<file path="config.mk">
export PLATFORM = sky130hd
export DESIGN_NAME = vsnc_sqrt_cell
export DESIGN_NICKNAME = d
export VERILOG_FILES = /design/src/design/vsnc_sqrt_cell.sv
export SDC_FILE = /design/constraint.sdc
export NUM_CORES = 1
export LEC_CHECK = 0
export ABC_AREA = 1
export BUFFER_PORTS_ARGS = -buffer_cell sky130_fd_sc_hd__buf_4
export CORE_MARGIN = 1
export CORE_UTILIZATION = 50
export CTS_CLUSTER_DIAMETER = 40
export DETAILED_ROUTE_END_ITERATION = 8
export PLACE_DENSITY = 0.87
export SETUP_SLACK_MARGIN = 0.1
export SLEW_MARGIN = 15
export SYNTH_ARGS = -nofsm -noshare
export SYNTH_HDL_FRONTEND = slang
export SYNTH_SLANG_ARGS = --single-unit
</file>
<file path="constraint.sdc">
create_clock -name clk_i -period 6.47 [get_ports clk_i]
set_input_delay 1.294 -clock clk_i [delete_from_list [all_inputs] [get_ports clk_i]]
set_output_delay 1.294 -clock clk_i [all_outputs]
set_load 0.05 [all_outputs]
</file>
<file path="src/design/vsnc_sqrt_cell.sv">
`timescale 1ns / 1ps

// One digit of a restoring square root: pulls in two radicand bits and
// settles one root bit per cycle while en_i is high.
module vsnc_sqrt_cell #(
  parameter int unsigned RootW = 25
) (
  input  logic               clk_i,
  input  logic               en_i,
  input  logic [2*RootW-1:0] rad_i,
  input  logic [RootW:0]     rem_i,
  input  logic [RootW-1:0]   root_i,
  output logic [2*RootW-1:0] rad_o,
  output logic [RootW:0]     rem_o,
  output logic [RootW-1:0]   root_o
);

  logic [RootW+2:0] rem_sh;
  logic [RootW+2:0] trial;
  logic [RootW+2:0] diff;
  logic             ge;

  logic [2*RootW-1:0] rad_d, rad_q;
  logic [RootW:0]     rem_d, rem_q;
  logic [RootW-1:0]   root_d, root_q;

  // Trial subtract of (root << 2) | 1 from the shifted remainder
  always_comb begin
    rem_sh = {rem_i, rad_i[2*RootW-1 -: 2]};
    trial  = {1'b0, root_i, 2'b01};
    diff   = rem_sh - trial;
    ge     = (rem_sh >= trial);
    rem_d  = ge ? diff[RootW:0] : rem_sh[RootW:0];
    root_d = {root_i[RootW-2:0], ge};
    rad_d  = {rad_i[2*RootW-3:0], 2'b00};
  end

  // Advance the digit state
  always_ff @(posedge clk_i) begin
    if (en_i) begin
      rad_q  <= rad_d;
      rem_q  <= rem_d;
      root_q <= root_d;
    end
  end

  assign rad_o  = rad_q;
  assign rem_o  = rem_q;
  assign root_o = root_q;

endmodule

</file>
==> impl_results.md, run 1 <==
* Synthesized flop and latch total at 99
* Synth Area per Inst at 8.94 um^2
* Post-CTS Setup Repair Bufs at 0
* Vias in the first global route at 4586
* Final setup vio count at 0
* Leak at 3.71 nW
* Clock network power share at 22.5%
* Critical path's top delay family: simple AND/OR/NAND/NOR gates
* Crit path required time at 6570 ps
* Final Hold Vio Count at 0
* Sequential fraction of design power at 44.2%
* Worst-Margin Slew at 778 ps
* Critical path, cell by cell: buf_4, inv_1, ha_1, nand2_2, inv_1, nand2_1, nand2_1, nand2_1, nand2_1, a21oi_4, nand3_2, nand2_1, o21ai_0
* Worst Path Buf+Inv at 3
* IO Pins at 204
* Final Cycle Share at 59.3%
* GR Overflow Total at 0
* HP Class: in -> reg
* Avg Vias per Cell at 4.99
* Layout cells sized above 1 at 27.8%
* WL/cell at 15.9 um
* Global-route wire length before repair at 23200 um
* Core area at 0.0104 mm^2
* TNS Setup at 0 ps
* Root buffer cell: clkbuf_8
* Via count at 4739
* Cell mode on critical path: nand2_1
* PostCTS Resize Cnt at 0
* Antenna violations before repair at 0
* TritonCTS clock tree: yes
* Post-DP HPWL at 11700 um
* Relative slew slack at 48.1%
* Drt pass-1 iters at 6
* DRC Markers at 0
* WP data arrival at 3940 ps
* CP max stage cell: nand3_2
* Area growth syn-to-layout at 33.6%
* Antenna diodes at 0
* Die width at 106 um
* RSZ-0062 raised after global routing: no
* Total GRT Usage at 27.0%
* IO Port Bufs at 201
* Clock sink count at 99
* Hold Buf Count CTS at 0
* CTS max path bufs at 2
* WL final at 15100 um
* Minimum clock period at 3840 ps
* Slew Limit Fails at 0
* Gpl congestion at 0.889
* 1st-iter DRT viols at 299
* Max stage delay on crit path at 730 ps
* Die area at 0.0112 mm^2
* Yosys synthesis warning count at 0
* CP endpoint kind: flop
* PnR worst setup slack at 2630 ps
* Crit path max fanout at 39
* Status: finished clean
* Setup crit start kind: primary input
* Cell variety after synth at 27
* Post-synthesis cell count at 605
* Switching power share of the total at 36.4%
* Internal power at 0.00115 W
* Total CTS buffers at 9
* NumNets Final at 939
* Psw at 0.000659 W
* Initial Utilization at 51.9%
* Clock-pin slew on the worst setup and hold paths at 100 ps
* DRT antenna net count at 0
* PD cells at 250 mW/mm^2
* Max-Cap Viols at 0
* Pin count of the biggest net entering global routing at 62
* Peak VDD IR at 0.000132 V
* Fmax achieved at 0.261 GHz
* Post-Syn Area at 0.00541 mm^2
* Sequential cell area fraction in the yosys report at 55.0%
* Crit path kind: in -> reg
* Hold_ws at 1100 ps
* H-tree depth at 3
* Die Y at 106 um
* Comb pwr share at 33.3%
* Worst slack, placed at 2380 ps
* FP Rows at 37
## final timing paths
kind	from	to	slack [ps]	cells past startpoint
min	rad_i[7]	rad_o[9]	1100	1
max	root_i[12]	rem_o[6]	2630	13
## metrics by stage
| stage | util [%] | instance area [um^2] | total power (W) | cells |
|---|---|---|---|---|
| global placement | 67.5 | 7030 | 0.00140 | 934 |
| detailed placement | 67.5 | 7030 | 0.00141 | 934 |
| finish | 69.4 | 7230 | 0.00181 | 950 |
| global route | 69.4 | 7230 | 0.00187 | 950 |
| CTS | 69.4 | 7230 | 0.00181 | 950 |
| floorplan | - | 5410 | 0.00121 | 606 |
## kinds of logic (layout without fill, tap and decap cells)
family	after synthesis	in the layout	share of synthesized area, %
fa+ha+maj	27	27	6.25
other cells	1	2	0.0693
simple gates	297	297	23.4
buf+inv	137	345	10.0
flops	99	99	55.0
xor+xnor	13	13	2.11
compound gates	31	31	3.22
## synthesized netlist by cell type
master / count / area share (%)
a21oi_4: 1 / 0.30
buf_4: 2 / 0.28
nor2_1: 29 / 2.0
nor2_4: 1 / 0.21
buf_6: 2 / 0.42
nand2_1: 206 / 14
nand3_2: 3 / 0.56
conb_1: 1 / 0.069
o21ai_0: 13 / 1.2
o21bai_1: 3 / 0.42
xor2_1: 12 / 1.9
nand3_1: 27 / 2.5
nor2_2: 1 / 0.12
nor3_2: 2 / 0.37
xnor2_1: 1 / 0.16
nor4_1: 1 / 0.12
nand3b_1: 4 / 0.56
buf_2: 2 / 0.19
a21oi_1: 14 / 1.3
nand2_2: 2 / 0.23
clkbuf_1: 3 / 0.21
edfxtp_1: 99 / 55
inv_1: 127 / 8.8
and2_1: 1 / 0.12
nand4_1: 20 / 2.3
ha_1: 27 / 6.2
clkbuf_2: 1 / 0.092
## cell type report
class                   instances  area (um^2)
clock inverters                 5         60.1
inverters                     127          477
repair buffers                202         1520
flip-flops and latches         99         2970
multi-input cells             370         1900
fillers                       811         3190
clock buffers                  11          131
well taps                     136          170
## power groups by stage
| stage | Combinational (W) | Clock, W | Sequential (W) |
|---|---|---|---|
| after floorplan | 0.000171 | 0 | 0.00103 |
| after global placement | 0.000589 | 0 | 0.000812 |
| after detailed placement | 0.000599 | 0 | 0.000815 |
| after CTS | 0.000602 | 0.000411 | 0.000801 |
| after global routing | 0.000640 | 0.000428 | 0.000806 |
| final | 0.000602 | 0.000407 | 0.000800 |
## sequential cells by signal, indices dropped and copies added, names as in the netlist
| register | cells |
|---|---|
| rad_o | 48 |
| rem_o | 26 |
| root_o | 25 |
## layer usage
layer / global-route usage (%) / vias to the layer above / wire length (um)
li1: - / 2331 / -
met1: 31.6 / 2175 / 6020
met2: 50.0 / 206 / 7860
met3: 4.41 / 27 / 927
met4: 8.93 / 0 / 327
met5: 0 / - / 0
## placed cells by master, fill, tap and decap left out, drive strengths merged
cell,count
a21oi,15
and2,1
buf,202
bufinv,1
clkbuf,11
clkinv,1
clkinvlp,1
conb,2
edfxtp,99
ha,27
inv,129
nand2,208
nand3,30
nand3b,4
nand4,20
nor2,31
nor3,2
nor4,1
o21ai,13
o21bai,3
xnor2,1
xor2,12
Power figures use the tool's default switching activity.
==> run 2, diff against run 1 <==
--- a/config.mk
+++ b/config.mk
@@ -5,13 +5,13 @@
 export SDC_FILE = /design/constraint.sdc
 export NUM_CORES = 1
 export LEC_CHECK = 0
-export ABC_AREA = 1
+export ABC_AREA = 0
 export BUFFER_PORTS_ARGS = -buffer_cell sky130_fd_sc_hd__buf_4
 export CORE_MARGIN = 1
-export CORE_UTILIZATION = 50
+export CORE_UTILIZATION = 48
 export CTS_CLUSTER_DIAMETER = 40
 export DETAILED_ROUTE_END_ITERATION = 8
-export PLACE_DENSITY = 0.87
+export PLACE_DENSITY = 0.86
 export SETUP_SLACK_MARGIN = 0.1
 export SLEW_MARGIN = 15
 export SYNTH_ARGS = -nofsm -noshare
==> constraint.sdc (replaced) <==
create_clock -name clk_i -period 3.8 [get_ports clk_i]
set_input_delay 0.76 -clock clk_i [delete_from_list [all_inputs] [get_ports clk_i]]
set_output_delay 0.76 -clock clk_i [all_outputs]
set_load 0.05 [all_outputs]
==> run 2 against run 1 <==
Net effect: design area decreased by 8.5%; critical endpoint is now rem_o[12]; critical path type unchanged; largest power group unchanged; combinational power increased by 66%; power increased by 66%.
==> impl_results.md, run 2 <==
* Synth Area in Adders at 7.10% (was 6.25%)
* Critical path's top delay family: compound AO/OA/AOI/OAI gates (was simple AND/OR/NAND/NOR gates)
* Total CTS buffers at 9 (unchanged)
* Die Y at 102 um (was 106 um)
* Synth Area in XOR/XNOR at 3.50% (was 2.11%)
* Min-delay src: rad_i[2] (was rad_i[7])
* IO Pins at 204 (unchanged)
* Core area at 0.00942 mm^2 (was 0.0104 mm^2)
* Gpl congestion at 0.913 (was 0.889)
* Max stage delay on crit path at 360 ps (was 730 ps)
* Antenna violations before repair at 0 (unchanged)
* Commonest non-fill, non-tap cell in the layout: buf_4 (was nand2_1)
* Post-Synth Simple-Gate Area at 6.15% (was 23.4%)
* Synthesized flop and latch total at 99 (unchanged)
* Leak at 2.88 nW (was 3.71 nW)
* Commonest cells after routing, fill and taps aside: buf_4 (206), edfxtp_1 (99), inv_1 (33) (was nand2_1 (206), buf_4 (202), inv_1 (127))
* Worst Path Buf+Inv at 2 (was 3)
* NumNets Final at 682 (was 939)
* Area leader, netlist: edfxtp_1 (unchanged)
* Crit path max fanout at 15 (was 39)
* WL/cell at 17.7 um (was 15.9 um)
* PnR worst setup slack at 529 ps (was 2630 ps)
* Clock-pin slew on the worst setup and hold paths at 100 ps (about the same)
* PostCTS Resize Cnt at 0 (unchanged)
* Worst slack, placed at 191 ps (was 2380 ps)
* HP Class: in -> reg (unchanged)
* Pin count of the biggest net entering global routing at 38 (was 62)
* WP data arrival at 3380 ps (was 3940 ps)
* Post-synth EDFFs at 99 (unchanged)
* Die area at 0.0103 mm^2 (was 0.0112 mm^2)
* DRC Markers at 0 (unchanged)
* Ys flop type: edfxtp_1 (unchanged)
* CP max stage cell: ha_1 (was nand3_2)
* CP endpoint kind: flop (unchanged)
* PD cells at 455 mW/mm^2 (was 250 mW/mm^2)
* Area contributors post-synth: edfxtp_1 (62%), ha_1 (7.1%), mux2_2 (5.4%) (was edfxtp_1 (55%), nand2_1 (14%), inv_1 (8.8%))
* Peak VDD IR at 0.000203 V (was 0.000132 V)
* Crit path required time at 3910 ps (was 6570 ps)
* Post-synthesis cell count at 341 (was 605)
* FF+latch area at 0.00297 mm^2 (unchanged)
* Slew Limit Fails at 0 (unchanged)
* Clock sink count at 99 (unchanged)
* Final Hold Vio Count at 0 (unchanged)
* CTS max path bufs at 2 (unchanged)
* Vias in the first global route at 3570 (was 4586)
* Post-synthesis mux area share at 6.07% (was 0%)
* DRT antenna net count at 0 (unchanged)
* TNS Setup at 0 ps (unchanged)
* Layout cells sized above 1 at 45.8% (was 27.8%)
* GR Overflow Total at 0 (unchanged)
* Cell depth of the worst hold path at 1 (unchanged)
* Hold Crit Endpoint: rad_o[4] (was rad_o[9])
* Critical Path Source: rem_i[0] (was root_i[12])
* Cell area after layout at 0.00661 mm^2 (was 0.00723 mm^2)
* Total GRT Usage at 22.9% (was 27.0%)
* Minimum clock period at 3270 ps
* Setup crit start kind: primary input (unchanged)
* Initial Utilization at 50.6% (was 51.9%)
* Area growth syn-to-layout at 38.8% (was 33.6%)
* Largest register FFs at 48 (unchanged)
* IO Port Bufs at 201 (unchanged)
* Cell Area, Placed at 0.00643 mm^2 (was 0.00703 mm^2)
* Worst-Margin Slew at 495 ps (was 778 ps)
* FP Rows at 35 (was 37)
* Post-CTS Setup Repair Bufs at 0 (unchanged)
* Fill cell count at 672 (was 811)
* Post-DP HPWL at 9500 um (was 11700 um)
* Root buffer cell: clkbuf_8 (unchanged)
* Avg Vias per Cell at 5.29 (was 4.99)
* Final setup vio count at 0 (unchanged)
* Most common cell in the netlist: edfxtp_1 (was nand2_1)
* Sequential cell area fraction in the yosys report at 62.4% (was 55.0%)
* Most frequent cells after synthesis: edfxtp_1 (99), inv_1 (33), ha_1 (27) (was nand2_1 (206), inv_1 (127), edfxtp_1 (99))
* H-tree depth at 3 (unchanged)
* 1st-iter DRT viols at 179 (was 299)
* Critical path, cell by cell: buf_4, ha_1, nor2b_1, o21ai_0, nand2b_1, a21oi_2, o21ai_1, a211oi_2, a21oi_1, a41oi_4, buf_4, mux2_2 (was buf_4, inv_1, ha_1, nand2_2, inv_1, nand2_1, nand2_1, nand2_1, nand2_1, a21oi_4, nand3_2, nand2_1, o21ai_0)
* Yosys synthesis warning count at 0 (unchanged)
* Via count at 3626 (was 4739)
* Max-Cap Viols at 0 (unchanged)
* Post-Syn Area at 0.00476 mm^2 (was 0.00541 mm^2)
* Largest family of logic cells by synthesized area: compound AO/OA/AOI/OAI gates (was simple AND/OR/NAND/NOR gates)
* Hold Buf Count CTS at 0 (unchanged)
* Status: finished clean (unchanged)
* Final Cycle Share at 86.1%
* WL final at 12100 um (was 15100 um)
* Synth Area per Inst at 14.0 um^2 (was 8.94 um^2)
* Die width at 102 um (was 106 um)
* TritonCTS clock tree: yes (unchanged)
* Share of flip-flops with an asynchronous set or reset at 0% (unchanged)
* RSZ-0062 raised after global routing: no (unchanged)
* Crit path kind: in -> reg (unchanged)
* Relative slew slack at 66.1% (was 48.1%)
* Fmax achieved at 0.306 GHz
* Compound-Gate Fraction of Synth Area at 11.1% (was 3.22%)
* Multi-input gate area at 0.00162 mm^2 (was 0.00190 mm^2)
* Global-route wire length before repair at 17900 um (was 23200 um)
* Post-synth top area share at 62.4% (was 55.0%)
* Drt pass-1 iters at 4 (was 6)
* Antenna diodes at 0 (unchanged)
* Cell mode on critical path: buf_4 (was nand2_1)
* Cell variety after synth at 53 (was 27)
## run 2: changes by cell type after synthesis, sizes merged, moves of 5 or more
cell,delta
inv,-94
xor2,-6
a2111oi,+5
nand4,-18
nor2,-15
nand3,-26
xnor2,+12
a21oi,+8
nand2,-195
mux2,+23
a21o,+8
## run 2: how the worst max path moves through the flow
stage | end | depth (start not counted)
floorplan | rem_o[19] | 12
global placement | rem_o[25] | 11
detailed placement | rem_o[10] | 12
CTS | rem_o[12] | 12
global route | rem_o[25] | 11
finish | rem_o[12] | 12
## run 2: kinds of logic (layout without fill, tap and decap cells)
kind of cell | count (synthesis) | after routing
flip-flops | 99 | 99
XOR/XNOR | 19 | 19
adder cells (fa/ha/maj) | 27 | 27
multiplexers | 26 | 26
AND/OR/NAND/NOR | 57 | 57
buffers and inverters | 40 | 255
other | 1 | 2
AO/OA/AOI/OAI | 72 | 72
## run 2: cell type report
type | instances | area share (%)
Clock buffer | 9 | 1.87
Multi-Input combinational cell | 203 | 24.5
Clock inverter | 7 | 0.909
Inverter | 33 | 1.87
Timing Repair Buffer | 206 | 23.4
Sequential cell | 99 | 45.0
Tap cell | 129 | 2.44
## run 2: per-layer routing
layer	global-route usage, %	vias to the layer above	wire [um]
met2	43.0	158	6520
met1	25.8	1749	4590
li1	-	1708	-
met5	0	-	0
met3	4.83	11	868
met4	7.25	0	144
## run 2: power breakdown
part	internal, W	switching, W	leakage (nW)
Sequential	0.00133	0.0000325	0.969
Combinational	0.000354	0.000645	1.82
Clock	0.000249	0.000392	0.0909
## run 2: stage by stage
step	utilization (%)	total power (W)	hold slack [ps]	instances
6_report	70.2	0.00301	566	686
2_1_floorplan	-	0.00205	859	342
3_5_place_dp	68.3	0.00239	939	670
4_1_cts	70.2	0.00303	554	686
3_3_place_gp	68.3	0.00237	938	670
5_1_grt	70.2	0.00311	549	686
