`src/design/vsnc_pkg.sv`:
```
`timescale 1ns / 1ps

package vsnc_pkg;

  // Cosine format: Q2.14 in a 16-bit signed word
  localparam int unsigned CosW    = 16;
  localparam int unsigned CosFrac = 14;

  // Quotient bits produced by the divide chain (one saturation bit plus 15 bits)
  localparam int unsigned QuotW   = CosFrac + 2;

  localparam logic [CosW-1:0] CosOne = CosW'(1) << CosFrac;

endpackage

```
`src/design/vsnc_div_cell.sv`:
```
`timescale 1ns / 1ps

// One bit of a restoring divide: compares the partial remainder against
// the divisor shifted by Shift and appends one quotient bit.
module vsnc_div_cell #(
  parameter int unsigned NumW  = 64,
  parameter int unsigned DenW  = 48,
  parameter int unsigned Shift = 0
) (
  input  logic                         clk_i,
  input  logic                         en_i,
  input  logic [NumW-1:0]              num_i,
  input  logic [DenW-1:0]              den_i,
  input  logic [vsnc_pkg::QuotW-1:0]   quot_i,
  output logic [NumW-1:0]              num_o,
  output logic [DenW-1:0]              den_o,
  output logic [vsnc_pkg::QuotW-1:0]   quot_o
);

  logic [NumW-1:0]            den_sh;
  logic                       ge;
  logic [NumW-1:0]            num_d, num_q;
  logic [DenW-1:0]            den_q;
  logic [vsnc_pkg::QuotW-1:0] quot_d, quot_q;

  // Compare and conditionally subtract the shifted divisor
  always_comb begin
    den_sh = NumW'(den_i) << Shift;
    ge     = (num_i >= den_sh);
    num_d  = ge ? (num_i - den_sh) : num_i;
    quot_d = {quot_i[vsnc_pkg::QuotW-2:0], ge};
  end

  // Hold or advance the partial result
  always_ff @(posedge clk_i) begin
    if (en_i) begin
      num_q  <= num_d;
      den_q  <= den_i;
      quot_q <= quot_d;
    end
  end

  assign num_o  = num_q;
  assign den_o  = den_q;
  assign quot_o = quot_q;

endmodule

```
`config.mk`:
```
export PLATFORM = sky130hd
export DESIGN_NAME = vsnc_div_cell
export DESIGN_NICKNAME = d
export VERILOG_FILES = /design/src/design/vsnc_pkg.sv /design/src/design/vsnc_div_cell.sv
export SDC_FILE = /design/constraint.sdc
export NUM_CORES = 1
export LEC_CHECK = 0
export BUFFER_PORTS_ARGS = -buffer_cell sky130_fd_sc_hd__buf_2
export CELL_PAD_IN_SITES_DETAIL_PLACEMENT = 1
export CELL_PAD_IN_SITES_GLOBAL_PLACEMENT = 2
export CORE_ASPECT_RATIO = 2
export CORE_MARGIN = 3
export CORE_UTILIZATION = 31
export CTS_BUF_LIST = sky130_fd_sc_hd__clkbuf_4 sky130_fd_sc_hd__clkbuf_8 sky130_fd_sc_hd__clkbuf_16
export CTS_CLUSTER_DIAMETER = 30
export CTS_CLUSTER_SIZE = 28
export DETAILED_ROUTE_END_ITERATION = 7
export GPL_TIMING_DRIVEN = 0
export PLACE_DENSITY_LB_ADDON = 0.12
export SYNTH_ARGS = -nofsm -noshare
export SYNTH_HDL_FRONTEND = slang
export SYNTH_SLANG_ARGS = --single-unit
```
`constraint.sdc`:
```
create_clock -name clk_i -period 4 [get_ports clk_i]
set_input_delay 0.6 -clock clk_i [delete_from_list [all_inputs] [get_ports clk_i]]
set_output_delay 0.6 -clock clk_i [all_outputs]
set_load 0.01 [all_outputs]
```
==> results.txt, run 1 <==
drt drc: 0
area post-placement: 9700 um2
Post-CTS Hold Fix Bufs: 0
unrepaired setup endpoints after global routing: no
pin count of the biggest net entering global routing: 69
Post-synth EDFFs: 128
Final Hold Fails: 0
Starting Density: 0.316
flops & latches, synth: 128
fmax: 0.275 GHz
Worst Hold Class: in2reg
Synthesized Nets: 967
Leakage: 4.49 nW
Hold EP: quot_o[12]
Inserted Clock Buffers: 17
P&R area growth vs syn: 29.5%
cell mode on critical path: buf_2
total global routing overflow: 0
Synth Instances: 788
crit-path cells: buf_2 -> inv_1 -> ha_1 -> fa_1 -> nand2b_1 -> a21oi_1 -> o31ai_1 -> o2111ai_1 -> nand2_1 -> a21oi_4 -> nor2_4 -> inv_2 -> buf_2 -> nand4_1 -> xnor2_1
commonest non-fill, non-tap cell in the layout: buf_2
clock power share: 0.376
post-synthesis sequential area ratio: 0.482
CP arrival: 3820 ps
fin area: 10300 um2
std cell rows: 82
worst path required time: 4180 ps
post-CTS setup buffers: 0
Hold Path Depth: 1
Mean Syn Cell Area: 10.1 um2
kind of cell adding the most delay to the critical path: compound AO/OA/AOI/OAI gates
crit path buf inv count: 4
final wirelength: 28100 um
first-pass GRT wire length: 42200 um
total number of vias: 7035
slowest stage delay, CP: 400 ps
pwr dens: 420 nW/um2
WL/cell: 19.9 um
post-DP HPWL: 23000 um
Final Max Slew Viols: 0
antenna viol nets, final: 0
Hold Crit Start: quot_i[11]
Peak VDD IR: 0.202 mV
Psw: 1.30 mW
initial antenna violation count: 3
CTS H-tree depth: 4
placed cells: 1380
clock root buffer master: clkbuf_16
most frequent cells in the layout: 264 x buf_2, 128 x edfxtp_1, 103 x nand2_1, 64 x inv_1, 56 x a21oi_1
Die Y: 233 um
switch share: 0.299
initial DRC count: 232
Internal: 3.04 mW
number of synthesis warnings: 0
clock-pin slew on the worst setup and hold paths: 60 ps
Synth Cell Area: 7970 um2
Ports: 258
Setup CP Type: in2reg
Vias/cell: 4.98
status: completed
Relative slew margins: 0.412
non-filler cells, final: 1413
Worst path slowest cell: fa_1
DRT Pass-1 Iters: 4
Die ar.: 27800 um2
vias in the first global route: 7762
CP Max Fanout: 10
crit share post-route: 0.910
Horiz. Die Dim: 119 um
IO buf count: 255
Logic pwr share: 0.231
share of layout cells above drive strength 1: 0.299
Clock Tree Buf Depth: 2
CP endpoint kind: register
CTS tree: built
clock period minus worst slack: 3640 ps
Critical Path Source Type: input pin
ys async rst share: 0
Slew @ Worst Pin: 874 ps
Max-Cap Viols: 0
number of nets in the layout: 1242
Synth Flop Type: edfxtp_1
CTS sink cnt: 128
post-synth cell types: 67
GR Util All Layers: 0.202
RD Place Congestion: 0.835
Final setup violation count: 0
area of the core: 25200 um2
sequential power share: 0.393
[metal layers]
metal,vias up,GRT usage,part of all wire
li1,3430,-,-
met1,3380,0.177,0.33
met2,179,0.425,0.60
met3,42,0.0411,0.040
met4,4,0.0810,0.028
met5,-,0,0.00093
[registers in the layout, summed over array words and instances (netlist names)]
signal	cells
den_o	48
num_o	64
quot_o	16
[Yosys cell counts (all sizes together), types with 3 or more instances]
| cell type | count | area [um2] |
|---|---|---|
| nor3b | 4 | 41.3 |
| a21boi | 4 | 30.0 |
| o31ai | 6 | 45.0 |
| and2 | 3 | 18.8 |
| inv | 65 | 244 |
| nand2b | 9 | 63.8 |
| edfxtp | 128 | 3840 |
| ha | 48 | 601 |
| o2111ai | 3 | 26.3 |
| nor4 | 9 | 56.3 |
| clkbuf | 12 | 45.0 |
| a21o | 28 | 211 |
| nand3 | 14 | 70.1 |
| nand2 | 103 | 387 |
| and3 | 7 | 43.8 |
| xnor2 | 27 | 236 |
| o21ai | 71 | 355 |
| or4 | 3 | 22.5 |
| nor2 | 42 | 165 |
| o21bai | 8 | 60.1 |
| a211oi | 7 | 52.6 |
| a21oi | 60 | 330 |
| xor2 | 34 | 298 |
| nand4 | 16 | 100 |
| nor3 | 9 | 50.1 |
| buf | 13 | 72.6 |
| o21a | 3 | 22.5 |
| nor2b | 3 | 18.8 |
| or4b | 3 | 30.0 |
| a31oi | 9 | 56.3 |
| or3 | 5 | 31.3 |
[logic make-up (layout without fill, tap and decap cells)]
logic type | Yosys count | in the layout | share of synthesized area
AOI/OAI and AO/OA | 220 | 220 | 0.178
buffers and inverters | 90 | 378 | 0.0454
muxes | 3 | 3 | 0.00392
xor gates and xnor gates | 61 | 61 | 0.0670
adders and majority gates | 49 | 49 | 0.0779
other | 0 | 1 | 0
DFF | 128 | 128 | 0.482
and+or+nand+nor | 237 | 237 | 0.145
[timing repair]
action                                  in CTS  in global routing
resized for setup                            1                  1
pin swaps                                    0                  0
endpoints found under the setup margin       1                  1
[power groups by stage]
stage	Sequential (mW)	Combinational, mW	Clock, mW
after floorplan	1.82	0.480	0
after global placement	1.73	1.00	0
after detailed placement	1.73	1.01	0
after CTS	1.70	1.02	1.68
after global routing	1.72	1.11	1.73
final	1.70	1.00	1.63
[final cells by class]
class	instances	area, um2
fillers	2994	14900
flip-flops and latches	128	3840
multi-input cells	570	3780
repair buffers	256	1310
clock buffers	17	425
well taps	336	420
inverters	65	244
clock inverters	15	184
plain buffers	25	118
diodes	1	2.50
[per-stage QoR]
stage / power (mW) / setup slack [ps] / util / hold slack [ps] / TNS (ps)
2_1_floorplan: 2.30 / 705 / - / 699 / 0
3_3_place_gp: 2.73 / -451 / 0.383 / 777 / -3200
3_5_place_dp: 2.74 / -528 / 0.384 / 779 / -4020
4_1_cts: 4.41 / 281 / 0.409 / 304 / 0
5_1_grt: 4.56 / 89.8 / 0.409 / 309 / 0
6_report: 4.33 / 361 / 0.409 / 336 / 0
[how the worst max path moves through the flow]
stage | slack (ps) | cells past startpoint | start | end
3_3_place_gp | -450 | 11 | den_i[21] | num_o[61]
6_report | 360 | 15 | num_i[0] | num_o[62]
4_1_cts | 280 | 11 | den_i[21] | num_o[61]
2_1_floorplan | 700 | 12 | num_i[0] | num_o[57]
5_1_grt | 90 | 11 | den_i[21] | num_o[61]
3_5_place_dp | -530 | 11 | den_i[21] | num_o[61]
Power figures use the tool's default switching activity.
==> run 2, diff against run 1 <==
Settings changed: RECOVER_POWER from default to 100.
==> results.txt, run 2 (synthesis gave the netlist of run 1 again) <==
Peak VDD IR: 0.202 mV (-0.16%)
Post-CTS Hold Fix Bufs: 0 (unchanged)
CTS tree: built
total negative slack: 0 ps (unchanged)
Vias/cell: 4.98 (about the same)
antenna viol nets, final: 0 (unchanged)
post-route setup slack: 309 ps (-52.2 ps)
max reg flops: 64 (unchanged)
status: finished with violations
M1 GR Usage: 0.177 (unchanged)
drt drc: 0 (unchanged)
Worst Hold Class: in2reg
initial DRC count: 223 (-3.9%)
Ports: 258 (unchanged)
Final Max Slew Viols: 61 (+61)
total global routing overflow: 0 (unchanged)
first-pass GRT wire length: 42200 um (unchanged)
DRT Pass-1 Iters: 4 (unchanged)
Max-Cap Viols: 1 (+1)
fmax: 0.271 GHz (-1.4%)
area of the core: 25200 um2 (unchanged)
Horiz. Die Dim: 119 um (unchanged)
CTS sink cnt: 128 (unchanged)
Inserted Clock Buffers: 17 (unchanged)
Final Core Density: 0.400 (-0.00877)
number of nets in the layout: 1242 (unchanged)
post-DP HPWL: 23000 um (unchanged)
clock root buffer master: clkbuf_16
Leakage: 4.03 nW (-10%)
P&R area growth vs syn: 26.7%
Setup CP Type: in2reg
Die Y: 233 um (unchanged)
CTS H-tree depth: 4 (unchanged)
Final Hold Fails: 0 (unchanged)
share of layout cells above drive strength 1: 0.151 (-0.149)
CP arrival: 3860 ps (+40 ps)
IO buf count: 255 (unchanged)
Slew @ Worst Pin: 3390 ps (+2510 ps)
layer with the highest usage: met2
Critical Path Source Type: input pin
Die ar.: 27800 um2 (unchanged)
initial antenna violation count: 3 (unchanged)
met2 Usage GRT: 0.425 (unchanged)
violated checks: capacitance limit, slew limit
GR Util All Layers: 0.202 (unchanged)
crit share post-route: 0.923 (+0.0130)
pin count of the biggest net entering global routing: 69 (unchanged)
Clock Tree Buf Depth: 2 (unchanged)
vias in the first global route: 7762 (unchanged)
met3 global-route usage: 0.0411 (unchanged)
clock-pin slew on the worst setup and hold paths: 60 ps (about the same)
WHS: 336 ps (+0.201 ps)
total number of vias: 7032 (-0.043%)
std cell rows: 82 (unchanged)
final wirelength: 28100 um (+0.12%)
Final setup violation count: 0 (unchanged)
unrepaired setup endpoints after global routing: no
Relative slew margins: -1.26 (-1.67)
WL/cell: 19.9 um (+0.12%)
worst path required time: 4170 ps (about the same)
commonest non-fill, non-tap cell in the layout: clkbuf_1
Starting Density: 0.316 (unchanged)
CP endpoint kind: register
RD Place Congestion: 0.835 (unchanged)
pre-CTS setup slack: -528 ps (unchanged)
overall power: 4.29 mW (-0.94%)
pwr dens: 425 nW/um2 (+1.2%)
clock period minus worst slack: 3690 ps (+52.2 ps)
most frequent cells in the layout: 172 x clkbuf_1, 128 x edfxtp_1, 105 x buf_2, 103 x nand2_1, 64 x inv_1
CP Max Fanout: 8 (-2)
==> run 2: cell types whose count changed in the layout (fill, tap and decap cells not counted), sizes merged <==
cell	delta
buf	-160
clkbuf	+160
==> run 2: per-stage QoR <==
stage | cell area [um2] | std cells
global route | 10100 | 1413
floorplan | 7970 | 788
CTS | 10300 | 1412
finish | 10100 | 1413
detailed placement | 9700 | 1380
global placement | 9670 | 1379
==> run 2: layer usage <==
metal	routed length (um)	vias to the layer above
li1	-	3428
met1	9310	3371
met2	16900	185
met3	1060	44
met4	859	4
met5	26	-
==> run 2: worst paths after layout <==
kind	start	endpoint	slack, ps	cells past startpoint
worst max-delay path	den_i[16]	num_o[51]	310	13
worst min-delay path	quot_i[11]	quot_o[12]	340	1
==> run 2: worst max-delay path, stage by stage <==
cell,delay [ps]
buf_2,80
inv_1,40
ha_1,250
clkbuf_1,300
a21oi_1,200
nand2_1,110
nand2_1,110
a211oi_1,330
nor3b_1,470
a21oi_4,140
o311ai_2,740
a21oi_1,260
xor2_1,210
==> run 2: final cells by class <==
cell class | count | area, um2
sequential | 128 | 3840
inverter | 65 | 244
fill | 3058 | 15100
multi-input combinational | 570 | 3760
clock inverter | 15 | 184
tap | 336 | 420
buffer | 25 | 115
timing repair buffer | 256 | 1110
clock buffer | 17 | 425
antenna | 1 | 2.50
==> run 2: timing repair <==
| action | 4_1_cts | 5_1_grt |
|---|---|---|
| gates cloned | 0 | 0 |
| endpoints found under the setup margin | 1 | 1 |
| resized for setup | 1 | 1 |
| hold endpoints to repair | 0 | 0 |
| buffers inserted | 0 | 0 |
==> run 2: power breakdown <==
part / total (mW) / internal, mW / switching [mW]
Combinational: 0.952 / 0.339 / 0.613
Clock: 1.63 / 0.985 / 0.648
Sequential: 1.71 / 1.67 / 0.0380
Total: 4.29 / 3.00 / 1.30
==> run 3, diff against run 2 <==
Clock period 4 ns to 3.8 ns, I/O delays scaled along.
==> results.txt, run 3 (synthesis gave the netlist of run 1 again) <==
total global routing overflow: 0 (unchanged)
post-route setup slack: 159 ps (-149 ps)
commonest non-fill, non-tap cell in the layout: clkbuf_1
total number of vias: 7059 (+0.38%)
area post-placement: 9700 um2 (unchanged)
most frequent cells in the layout: 171 x clkbuf_1, 128 x edfxtp_1, 106 x buf_2, 103 x nand2_1, 64 x inv_1
CTS sink cnt: 128 (unchanged)
crit-path cells: buf_2 -> inv_1 -> ha_1 -> clkbuf_1 -> a21oi_1 -> nand2_1 -> nand2_1 -> a211oi_1 -> nor3b_1 -> a21oi_4 -> o311ai_2 -> a21oi_1 -> xor2_1
GR Util All Layers: 0.202 (unchanged)
WL/cell: 19.9 um (about the same)
Worst path slowest cell: o311ai_2
clock root buffer master: clkbuf_16
Worst Hold Class: in2reg
Vias/cell: 5.00 (+0.38%)
vias in the first global route: 7762 (unchanged)
Die ar.: 27800 um2 (unchanged)
Clock Tree Buf Depth: 2 (unchanged)
pwr dens: 447 nW/um2 (+5.1%)
crit share post-route: 0.958
pre-CTS setup slack: -698 ps (-170 ps)
first-pass GRT wire length: 42200 um (unchanged)
CP endpoint kind: register
Relative slew margins: -1.27 (-0.0172)
antenna viol nets, final: 0 (unchanged)
CP Max Fanout: 8 (unchanged)
unrepaired setup endpoints after global routing: no
Max-Cap Viols: 1 (unchanged)
slowest stage delay, CP: 730 ps (about the same)
placed cells: 1380 (unchanged)
number of fillers in the final layout: 3053 (-0.16%)
DRT Pass-1 Iters: 4 (unchanged)
CTS H-tree depth: 4 (unchanged)
Hold Path Depth: 1 (unchanged)
P&R area growth vs syn: 27.0%
violated checks: capacitance limit, slew limit
initial DRC count: 239 (+7.2%)
worst path required time: 3970 ps (-200 ps)
CP arrival: 3810 ps (-50 ps)
number of nets in the layout: 1242 (unchanged)
max reg flops: 64 (unchanged)
Die Y: 233 um (unchanged)
fmax: 0.275 GHz
Post-CTS Hold Fix Bufs: 0 (unchanged)
Setup CP Type: in2reg
clock-pin slew on the worst setup and hold paths: 60 ps (about the same)
CTS tree: built
share of layout cells above drive strength 1: 0.153 (+0.00279)
Hold Crit Start: quot_i[11]
post-DP HPWL: 23000 um (unchanged)
Horiz. Die Dim: 119 um (unchanged)
post-CTS setup buffers: 0 (unchanged)
Final Max Slew Viols: 61 (unchanged)
Hold EP: quot_o[12]
Inserted Clock Buffers: 17 (unchanged)
non-filler cells, final: 1413 (unchanged)
clock period minus worst slack: 3640 ps
Final Hold Fails: 0 (unchanged)
drt drc: 0 (unchanged)
total negative slack: 0 ps (unchanged)
Starting Density: 0.316 (unchanged)
Slew @ Worst Pin: 3410 ps (+25.8 ps)
Leakage: 4.03 nW (+0.12%)
Peak VDD IR: 0.222 mV (+9.8%)
IO buf count: 255 (unchanged)
Critical Path Source Type: input pin
RD Place Congestion: 0.835 (unchanged)
Final setup violation count: 0 (unchanged)
pin count of the biggest net entering global routing: 69 (unchanged)
std cell rows: 82 (unchanged)
final wirelength: 28100 um (about the same)
area of the core: 25200 um2 (unchanged)
Ports: 258 (unchanged)
fin area: 10100 um2 (+0.25%)
status: finished with violations
initial antenna violation count: 3 (unchanged)
-- run 3: power breakdown --
part,internal (mW),switching (mW)
clock network,1.04,0.682
logic,0.359,0.647
registers,1.76,0.0402
-- run 3: timing repair --
action,4_1_cts,5_1_grt
resized for setup,1,4
setup endpoints to repair,4,8
gates cloned,0,0
-- run 3: worst max path at each step --
stage                         start   endpoint  slack [ps]  depth (start not counted)
after floorplan            num_i[0]  num_o[57]         530                         12
after global placement    den_i[21]  num_o[61]        -620                         11
after detailed placement  den_i[21]  num_o[61]        -700                         11
after CTS                 den_i[21]  num_o[61]         110                         11
after global routing      den_i[16]  num_o[51]          20                         13
final                     den_i[16]  num_o[51]         160                         13
-- run 3: critical path, delay by kind of cell --
family	cells	cell delay [ps]
AOI/OAI and AO/OA	5	1650
and+or+nand+nor	3	690
buffers and inverters	3	420
adders and majority gates	1	250
xor gates and xnor gates	1	210
-- run 3: through the flow --
stage                util  total power [mW]  hold WS (ps)
floorplan               -              2.42           669
global route        0.401              4.76           279
detailed placement  0.384              2.89           749
CTS                 0.409              4.64           274
finish              0.401              4.52           306
global placement    0.383              2.87           747
-- run 3: cell type report --
type / instances / area [um2] / area share
Antenna cell: 1 / 2.50 / 0.000247
Buffer: 25 / 113 / 0.0111
Clock buffer: 17 / 425 / 0.0420
Clock inverter: 15 / 184 / 0.0182
Inverter: 65 / 244 / 0.0241
Multi-Input combinational cell: 570 / 3790 / 0.374
Sequential cell: 128 / 3840 / 0.380
Tap cell: 336 / 420 / 0.0415
Timing Repair Buffer: 256 / 1110 / 0.109
-- run 3: per-layer routing --
layer / vias up / share of wire / GRT usage
li1: 3432 / - / -
met1: 3382 / 0.33 / 0.177
met2: 193 / 0.60 / 0.425
met3: 48 / 0.040 / 0.0411
met4: 4 / 0.033 / 0.0810
met5: - / 0.00092 / 0
